<file path="config.mk">
export PLATFORM = sky130hd
export DESIGN_NAME = ring_log_offset_lookup_core
export DESIGN_NICKNAME = d
export VERILOG_FILES = /design/src/design/rlol_pkg.sv /design/src/design/rlol_store.sv /design/src/design/rlol_seq.sv /design/src/design/ring_log_offset_lookup_core.sv
export VERILOG_INCLUDE_DIRS = /design/src /design/src/design
export SDC_FILE = /design/constraint.sdc
export NUM_CORES = 1
export LEC_CHECK = 0
export BUFFER_PORTS_ARGS = -buffer_cell sky130_fd_sc_hd__clkbuf_2
export CAP_MARGIN = 20
export CORE_UTILIZATION = 60
export CTS_CLUSTER_SIZE = 16
export DETAILED_ROUTE_END_ITERATION = 10
export GPL_TIMING_DRIVEN = 0
export PLACE_DENSITY = 0.78
export SYNTH_ARGS = -nofsm -noshare
export SYNTH_HDL_FRONTEND = slang
export SYNTH_HIERARCHICAL = 1
export SYNTH_SLANG_ARGS = --single-unit
</file>
<file path="constraint.sdc">
create_clock -name clk -period 16.92 [get_ports clk]
set_input_delay 2.538 -clock clk [delete_from_list [all_inputs] [get_ports clk]]
set_output_delay 2.538 -clock clk [all_outputs]
set_load 0.01 [all_outputs]
</file>
<file path="src/design/ring_log_offset_lookup_core_macros.svh">
// ----------------------------------------------------------------------------
// ring_log_offset_lookup_core_macros
// assertion macros shared by the ring log lookup design
// ----------------------------------------------------------------------------
`ifndef RING_LOG_OFFSET_LOOKUP_CORE_MACROS_SVH
`define RING_LOG_OFFSET_LOOKUP_CORE_MACROS_SVH

// antecedent in this cycle implies consequent in the next
`define RLOL_ASSERT_NEXT(label, ante, cons, msg) \
    label: assert property (@(posedge clk) disable iff (!rst_n) (ante) |=> (cons)) \
        else $error(msg);

// condition must never hold
`define RLOL_ASSERT_NEVER(label, cond, msg) \
    label: assert property (@(posedge clk) disable iff (!rst_n) !(cond)) \
        else $error(msg);

`endif

</file>
<file path="src/design/rlol_pkg.sv">
// ----------------------------------------------------------------------------
// rlol_pkg
// types, constants and helpers for the ring log offset lookup
// ----------------------------------------------------------------------------
package rlol_pkg;

    localparam int DEPTH  = 10;
    localparam int IDX_W  = $clog2(DEPTH);
    localparam int CNT_W  = $clog2(DEPTH + 1);
    localparam int HDL_W  = 32;
    localparam int SIZE_W = 16;
    localparam int OFF_W  = 20;
    localparam int ACC_W  = (SIZE_W + CNT_W > OFF_W) ? (SIZE_W + CNT_W) : OFF_W;

    localparam logic CMD_ADD  = 1'b0;
    localparam logic CMD_FIND = 1'b1;

    typedef logic [IDX_W-1:0] idx_t;
    typedef logic [CNT_W-1:0] cnt_t;
    typedef logic [ACC_W-1:0] acc_t;

    typedef struct packed {
        logic              cmd;
        logic [HDL_W-1:0]  entry_handle;
        logic [SIZE_W-1:0] entry_size;
        logic [OFF_W-1:0]  char_pos;
    } req_t;

    typedef struct packed {
        logic              found;
        logic [HDL_W-1:0]  found_handle;
        logic [SIZE_W-1:0] byte_in_entry;
    } rsp_t;

    typedef struct packed {
        logic [HDL_W-1:0]  handle;
        logic [SIZE_W-1:0] size;
    } entry_t;

    // store access issued by the sequencer
    typedef struct packed {
        logic   wr_en;
        idx_t   wr_addr;
        entry_t wr_data;
        logic   rd_en;
        idx_t   rd_addr;
    } mem_req_t;

    function automatic idx_t next_idx(input idx_t i);
        next_idx = (i == IDX_W'(DEPTH - 1)) ? '0 : i + 1'b1;
    endfunction

endpackage

</file>
<file path="src/design/rlol_store.sv">
// ----------------------------------------------------------------------------
// rlol_store
// entry memory, one write and one registered read per cycle
// ----------------------------------------------------------------------------
module rlol_store (
    input  logic              clk,
    input  rlol_pkg::mem_req_t mreq,
    output rlol_pkg::entry_t  rd_data
);
    import rlol_pkg::*;

    entry_t mem [DEPTH];
    entry_t rd_data_reg;

    always_ff @(posedge clk)
    begin
        if (mreq.wr_en)
        begin
            mem[mreq.wr_addr] <= mreq.wr_data;
        end
        if (mreq.rd_en)
        begin
            rd_data_reg <= mem[mreq.rd_addr];
        end
    end

    assign rd_data = rd_data_reg;

endmodule

</file>
<file path="src/design/rlol_seq.sv">
// ----------------------------------------------------------------------------
// rlol_seq
// ring index keeping and the size-accumulating walk for find
// ----------------------------------------------------------------------------
module rlol_seq (
    input  logic               clk,
    input  logic               rst_n,
    input  logic               req_valid,
    output logic               req_ready,
    input  rlol_pkg::req_t     req,
    output rlol_pkg::mem_req_t mreq,
    input  rlol_pkg::entry_t   rd_data,
    output logic               res_valid,
    output rlol_pkg::rsp_t     res,
    input  logic               res_load
);
    import rlol_pkg::*;

    typedef enum logic [1:0] {
        ST_IDLE,
        ST_WALK,
        ST_RESP
    } state_t;

    state_t state_reg, state_next;
    idx_t   wr_idx_reg, wr_idx_next;
    idx_t   rd_idx_reg, rd_idx_next;
    logic   full_reg, full_next;
    idx_t   slot_reg, slot_next;
    cnt_t   k_reg, k_next;
    cnt_t   cnt_reg, cnt_next;
    acc_t   acc_reg, acc_next;
    logic [OFF_W-1:0] off_reg, off_next;
    rsp_t   res_reg, res_next;

    logic   accept;
    idx_t   wr_adv;
    idx_t   rd_adv;
    cnt_t   count;
    acc_t   sum;
    acc_t   off_ext;
    acc_t   diff;

    assign req_ready = (state_reg == ST_IDLE);
    assign accept    = req_valid && req_ready;

    // entries between read and write index
    always_comb
    begin
        if (full_reg)
        begin
            count = CNT_W'(DEPTH);
        end
        else if (wr_idx_reg >= rd_idx_reg)
        begin
            count = CNT_W'(wr_idx_reg) - CNT_W'(rd_idx_reg);
        end
        else
        begin
            count = CNT_W'(wr_idx_reg) + CNT_W'(DEPTH) - CNT_W'(rd_idx_reg);
        end
    end

    assign wr_adv  = next_idx(wr_idx_reg);
    assign rd_adv  = full_reg ? wr_adv : rd_idx_reg;
    assign off_ext = ACC_W'(off_reg);
    assign sum     = acc_reg + ACC_W'(rd_data.size);
    assign diff    = off_ext - acc_reg;

    always_comb
    begin
        state_next  = state_reg;
        wr_idx_next = wr_idx_reg;
        rd_idx_next = rd_idx_reg;
        full_next   = full_reg;
        slot_next   = slot_reg;
        k_next      = k_reg;
        cnt_next    = cnt_reg;
        acc_next    = acc_reg;
        off_next    = off_reg;
        res_next    = res_reg;

        mreq.wr_en          = 1'b0;
        mreq.wr_addr        = wr_idx_reg;
        mreq.wr_data.handle = req.entry_handle;
        mreq.wr_data.size   = req.entry_size;
        mreq.rd_en          = 1'b0;
        mreq.rd_addr        = slot_reg;

        case (state_reg)
            ST_IDLE:
            begin
                if (accept)
                begin
                    res_next = '0;
                    if (req.cmd == CMD_ADD)
                    begin
                        mreq.wr_en  = 1'b1;
                        wr_idx_next = wr_adv;
                        rd_idx_next = rd_adv;
                        if (wr_adv == rd_adv)
                        begin
                            full_next = 1'b1;
                        end
                        state_next = ST_RESP;
                    end
                    else if (count == '0)
                    begin
                        state_next = ST_RESP;
                    end
                    else
                    begin
                        mreq.rd_en   = 1'b1;
                        mreq.rd_addr = rd_idx_reg;
                        slot_next    = next_idx(rd_idx_reg);
                        k_next       = '0;
                        cnt_next     = count;
                        acc_next     = '0;
                        off_next     = req.char_pos;
                        state_next   = ST_WALK;
                    end
                end
            end
            ST_WALK:
            begin
                if (off_ext < sum)
                begin
                    res_next.found         = 1'b1;
                    res_next.found_handle  = rd_data.handle;
                    res_next.byte_in_entry = diff[SIZE_W-1:0];
                    state_next             = ST_RESP;
                end
                else if (k_reg + 1'b1 == cnt_reg)
                begin
                    state_next = ST_RESP;
                end
                else
                begin
                    // fetch the next entry while this one is checked
                    mreq.rd_en = 1'b1;
                    slot_next  = next_idx(slot_reg);
                    acc_next   = sum;
                    k_next     = k_reg + 1'b1;
                end
            end
            ST_RESP:
            begin
                if (res_load)
                begin
                    state_next = ST_IDLE;
                end
            end
            default:
            begin
                state_next = ST_IDLE;
            end
        endcase
    end

    always_ff @(posedge clk or negedge rst_n)
    begin
        if (!rst_n)
        begin
            state_reg  <= ST_IDLE;
            wr_idx_reg <= '0;
            rd_idx_reg <= '0;
            full_reg   <= 1'b0;
            slot_reg   <= '0;
            k_reg      <= '0;
            cnt_reg    <= '0;
            acc_reg    <= '0;
            off_reg    <= '0;
            res_reg    <= '0;
        end
        else
        begin
            state_reg  <= state_next;
            wr_idx_reg <= wr_idx_next;
            rd_idx_reg <= rd_idx_next;
            full_reg   <= full_next;
            slot_reg   <= slot_next;
            k_reg      <= k_next;
            cnt_reg    <= cnt_next;
            acc_reg    <= acc_next;
            off_reg    <= off_next;
            res_reg    <= res_next;
        end
    end

    assign res_valid = (state_reg == ST_RESP);
    assign res       = res_reg;

endmodule

</file>
<file path="src/design/ring_log_offset_lookup_core.sv">
// ----------------------------------------------------------------------------
// ring_log_offset_lookup_core
// ring log of handle/size entries with lookup of a character offset
// ----------------------------------------------------------------------------
// usage
//   req channel: one transaction per command; cmd add stores entry_handle and
//   entry_size, overwriting the oldest entry once the ring is full; cmd find
//   looks up char_pos in the concatenation of all stored entries, oldest first
//   rsp channel: exactly one transaction per command; found, found_handle and
//   byte_in_entry are all zero for add and for an offset past the stored data
// sequencing
//   add, or find on an empty ring: the response is formed without a walk
//   find: the walk reads one entry a cycle from the single read port of the
//   entry store and adds its size in the accumulator; the walk stops at the
//   first hit or after the last valid entry; the result then passes through
//   the output register, and the next command is taken once that is loaded
//   req_ready is low while a command is in progress
// stalls and reset
//   the result sits in an output register; while rsp_ready is low the next
//   result waits in the sequencer and no further command is taken
//   reset empties the ring (indices and full flag cleared); stored entries
//   are not cleared and need no clearing pass
// ----------------------------------------------------------------------------
`include "ring_log_offset_lookup_core_macros.svh"

module ring_log_offset_lookup_core (
    input  logic           clk,
    input  logic           rst_n,
    input  logic           req_valid,
    output logic           req_ready,
    input  rlol_pkg::req_t req,
    output logic           rsp_valid,
    input  logic           rsp_ready,
    output rlol_pkg::rsp_t rsp
);
    import rlol_pkg::*;

    mem_req_t mreq;
    entry_t   rd_data;
    logic     res_valid;
    rsp_t     res;
    logic     res_load;

    logic     out_valid_reg, out_valid_next;
    rsp_t     out_reg, out_next;

    // a miss response that still carries a handle or offset
    logic     miss_payload;

    // entry store
    rlol_store u_store (
        .clk     (clk),
        .mreq    (mreq),
        .rd_data (rd_data)
    );

    // ring indices and the walk
    rlol_seq u_seq (
        .clk       (clk),
        .rst_n     (rst_n),
        .req_valid (req_valid),
        .req_ready (req_ready),
        .req       (req),
        .mreq      (mreq),
        .rd_data   (rd_data),
        .res_valid (res_valid),
        .res       (res),
        .res_load  (res_load)
    );

    // output register loads when empty or being drained
    assign res_load = res_valid && (!out_valid_reg || rsp_ready);

    always_comb
    begin
        out_valid_next = out_valid_reg;
        out_next       = out_reg;
        if (res_load)
        begin
            out_valid_next = 1'b1;
            out_next       = res;
        end
        else if (rsp_ready)
        begin
            out_valid_next = 1'b0;
        end
    end

    always_ff @(posedge clk or negedge rst_n)
    begin
        if (!rst_n)
        begin
            out_valid_reg <= 1'b0;
            out_reg       <= '0;
        end
        else
        begin
            out_valid_reg <= out_valid_next;
            out_reg       <= out_next;
        end
    end

    assign rsp_valid = out_valid_reg;
    assign rsp       = out_reg;

    assign miss_payload = !rsp.found && (rsp.found_handle != '0 || rsp.byte_in_entry != '0);

    // one command in progress at a time
    `RLOL_ASSERT_NEXT(a_one_at_a_time, req_valid && req_ready, !req_ready, "command taken")
    // a finished result is held until the output register takes it
    `RLOL_ASSERT_NEXT(a_res_held, res_valid && !res_load, res_valid && $stable(res), "result lost")
    // a not-found result carries no handle or offset
    `RLOL_ASSERT_NEVER(a_miss_zero, rsp_valid && miss_payload, "miss with payload")

endmodule

</file>
---- Yosys cells after proc, flatten, opt, wreduce, memory -nomap -nowiden ----
Memories as Yosys holds them, arrays and structs flattened. A register that Yosys moved wholly into a read port is not among the register bits.
Cells that the tools add are included.
Widths: inputs -> output; s select.
cells by class
  $add $sub $neg .......................... 9
  order comparisons ....................... 2
  eq/ne operators ......................... 15
  muxes and demuxes ....................... 48
  bitwise gates (word level) .............. 2
  reductions and logical operators ........ 14
operators by type and width
  kind                 number
  $mux 20              5
  $mux 49              2
  $pmux 49 s2          1
  $mux 4               17
  $pmux 20 s2          1
  $add 20x16->20       1
  $lt 20x20->1         1
  $add 4x1->4 const B  4
  $pmux 4 s2           2
  $sub 16x16->16       1
  $mux 5               3
  $eq 4x4->1 const B   3
  $mux 2               6
  $ne 2x2->1 const B   5
  $mux 1               9
  $reduce_and 3->1     3
  $eq 4x4->1           2
  $reduce_and 4->1     2
  $sub 4x4->4          2
  $pmux 2 s3           1
  $reduce_and 6->1     1
  $add 4x4->4 const B  1
  $ge 4x4->1           1
  $logic_not 4->1      1
  11 further kinds     15
storage, ports and cells
  bits in registers ....................... 162
  RAM bits ................................ 480
  output and inout bits ................... 51
  word-level logic and storage cells ...... 107
  memories ................................ 1
memory list
  memory       depth  width  read ports  clocked after Yosys merged registers in  write ports  RTL line          source
  u_store.mem  10     48     1           1                                        1            rlol_store.sv:12  entry_t mem [DEPTH];

---- Depth between registers and ports, before layout ----
  word-level depth ........................ 9
  mapped depth ............................ 19
  gate-level depth less buffers ........... 17

---- By module ----
Netlist, hierarchy kept.
modules (own cells, without submodules)
  module                       times used  cells an instance  area each (um2)
  rlol_store                   1           1,038              20,191.9
  rlol_seq                     1           805                7,374.6
  ring_log_offset_lookup_core  1           108                2,078.2

---- Least setup slack after synthesis ----
Ideal clock, no wire load.
  path kind ............................... input -> register
  start ................................... input port req_valid
  end ..................................... memory u_store/mem[0][0] (netlist bit), enable pin
  setup time .............................. 0.513 ns
  arrival ................................. 6.845 ns
  data required time ...................... 16.407 ns
  path slack .............................. 9.562 ns
  cell stages on the path ................. 4
  path buffers ............................ 0
  path through ............................ nand2_1 > nor2_1 > or3b_2 > nor3_1
RTL lines
  item             RTL line                           source
  start, declared  ring_log_offset_lookup_core.sv:29  input logic req_valid,
  end, declared    rlol_store.sv:12

==> out/metrics.yaml <==
grt_busiest_layer: "met2"
grtUsageMet3_pct: 4.70
cts_buffer_depth: 3
critPathArrivalTime_ps: 6230
start_util_pct: 60.7
pin_count: 124
yosysWarnings: 6
synth-compound-area-share_pct: 7.52
slew_headroom_pct: 28.6
crit_type: "reg -> reg"
rows: 81
gr-total-overflow: 0
area_growth_pct: 13.3
fmax_ghz: 0.168
start_kind: "register"
leakage_nw: 13.1
ys_async_sr_fraction_pct: 23.5
drive_above_1_share_pct: 25.3
synthCells: 1951
crit_fanout: 13
setup_tns_ps: 0
core_area_mm2: 0.0488
grt_first_pass_wirelength_um: 99400
hold_viol: 0
vias_per_cell: 6.04
synth.distinct_cells: 75
synth_top_area_cell: "edfxtp_1"
status: "finished, final reports clean"
synth_flop_cell: "edfxtp_1"
grt_pass1_vias: 16953
finalMaxSlewViolations: 0
port_buffers: 75
layoutNonFillerInstCount: 2843
placedCellCount: 2715
nets: 2259
hold_path_class: "reg -> reg"
path_clk_slew_ps: 60
power_density_mw_per_mm2: 185
postCtsHoldBufs: 0
postRouteWirelength_um: 66100
track_usage_pct: 26.5
gp_congestion: 0.837
synth_xor_area_share_pct: 1.39
die_height_um: 224
synth_top_family_by_area: "multiplexers"
maxCapViolCount: 0
synth_fp_nets: 2086
dieWidth_um: 224
n_fill_cell: 3239
synth_fa_ha_area_share_pct: 2.74
syn_avg_cell_area_um2: 15.2
post_drt_wl_per_cell_um: 23.3
hpwlAfterDp_um: 43800
vias: 17184
fin_crit_sh_pct: 35.2
cts_tree: "built"
cts_setup_buffers: 0
synth_top_area_share_pct: 53.5
post_cts_resized: 0
fin_skew_ps: 16.4
period_needed_ps: 5960
die-area_mm2: 0.0503
synth_seq_area_share_pct: 67.2
drt_iter0_drc: 1780
ff_latch_area_mm2: 0.0199
syn-cell-area_mm2: 0.0296
yosys-top-cells-area: "edfxtp_1, dfrtp_1, mux2_2, mux2i_1, mux2_4"
htree_levels: 3
ys_top_cells_by_count: "edfxtp_1, mux2_2, nand2_1, dfrtp_1, mux2i_1"
cp-end-kind: "register"
cts_buffers: 71
synth_simple_gate_area_share_pct: 5.11
peakVddDrop_mv: 0.113
synth_seq_cells: 690
grt_max_degree: 112
grt_use_met2_pct: 42.7
tightest_slew_ps: 1070
largest_register_ffs: 480
synth_edf_count: 528
cp.required_ps: 17200
grt_setup_unrepaired: "false"
drc: 0
multi_input_area_mm2: 0.00871
clock_latency_ps: 600
yosysMostFrequentCell: "edfxtp_1"
grt_util_met1_pct: 36.8
first_pass_iters: 5
postRouteAntennaNets: 0
antenna_found_initial: 11
setup_viol: 0
clkSinkCount: 690
cts_root_buf: "clkbuf_16"
synth_mux_area_share_pct: 12.4
fin_util_pct: 68.8
[kinds of logic (layout without fill, tap and decap cells)]
logic type,Yosys count,after routing
compound gates,316,316
xor+xnor,47,47
fa+ha+maj,62,62
buf+inv,178,403
flops,690,690
mux,321,321
other cells,0,3
simple gates,337,337
[through the flow]
stage / setup WS, ps / power, mW / instance area [um2] / hold WS, ps
global route: 10650 / 6.49 / 33600 / 455
global placement: 5980 / 4.58 / 30900 / 420
CTS: 11080 / 6.20 / 33600 / 436
finish: 10960 / 6.21 / 33600 / 432
detailed placement: 10770 / 4.67 / 31300 / 421
floorplan: 9560 / 3.93 / 29600 / 415
[cell usage in the layout, fill, tap and decap left out, types with 10 or more instances in the layout]
master,synthesis,routed
ha_1,57,57
mux2_2,173,173
a21o_1,14,14
nand3_1,71,71
o22ai_1,50,50
nand2b_1,10,10
mux2_4,49,49
nor2_1,43,36
o21ai_0,54,54
a22o_1,48,48
clkbuf_1,33,53
a21oi_1,36,36
clkbuf_2,0,74
xnor2_1,22,22
clkbuf_16,0,74
dfrtp_1,162,162
o31ai_1,53,53
buf_6,12,25
nand2_1,171,171
buf_4,56,57
buf_12,4,11
buf_2,26,26
edfxtp_1,528,528
inv_1,39,39
mux2i_1,99,99
xor2_1,25,25
[worst paths after layout]
path	cells past startpoint	slack [ps]	start	to
max	17	10960	u_seq/wr_idx_reg[1]$_DFFE_PN0P_	u_store/rd_data[37]$_DFFE_PP_
min	2	430	u_store/rd_data[22]$_DFFE_PP_	u_seq/res[22]$_DFFE_PN0P_
max reg2reg	17	10960	u_seq/wr_idx_reg[1]$_DFFE_PN0P_	u_store/rd_data[37]$_DFFE_PP_
min reg2reg	2	430	u_store/rd_data[22]$_DFFE_PP_	u_seq/res[22]$_DFFE_PN0P_
max in group asynchronous	2	14110	rst_n	u_seq/res[28]$_DFFE_PN0P_
min in group asynchronous	1	1900	rst_n	u_seq/acc_reg[19]$_DFFE_PN0P_
[cell type report]
type                       count  area share, %
timing repair buffer         100           2.27
inverter                      39          0.436
tap                          664           2.47
buffer                       139           2.82
clock buffer                 100           5.98
multi-input combinational   1083           25.9
sequential                   690           59.3
antenna                        3         0.0224
clock inverter                25          0.779
[critical path, stage by stage (launching register included)]
cell      delay [ps]
dfrtp_1          620
inv_1            200
ha_1             380
inv_1             60
ha_1             180
fa_1             500
nor2_1            50
o211ai_1          90
a21oi_1          110
o211ai_2         120
nand4_4          260
clkbuf_1         290
o21ai_0          780
nand2b_1         250
buf_2            330
buf_1            530
o22ai_1          150
o31ai_1          730
[per-layer routing]
layer  share of wire [%]  vias to the layer above  routed length, um
met3                 7.8                      137               5140
met2                  47                      731              31300
li1                    -                     7708                  -
met1                  42                     8600              27700
met4                 2.9                        8               1940
met5               0.076                        -                 50
[where the power goes]
group / internal [mW] / leakage (nW) / switching (mW)
clock network: 0.903 / 1.11 / 0.617
registers: 2.11 / 6.91 / 0.163
logic: 0.976 / 5.09 / 1.44
No activity file was read; power rests on OpenSTA's default activity.
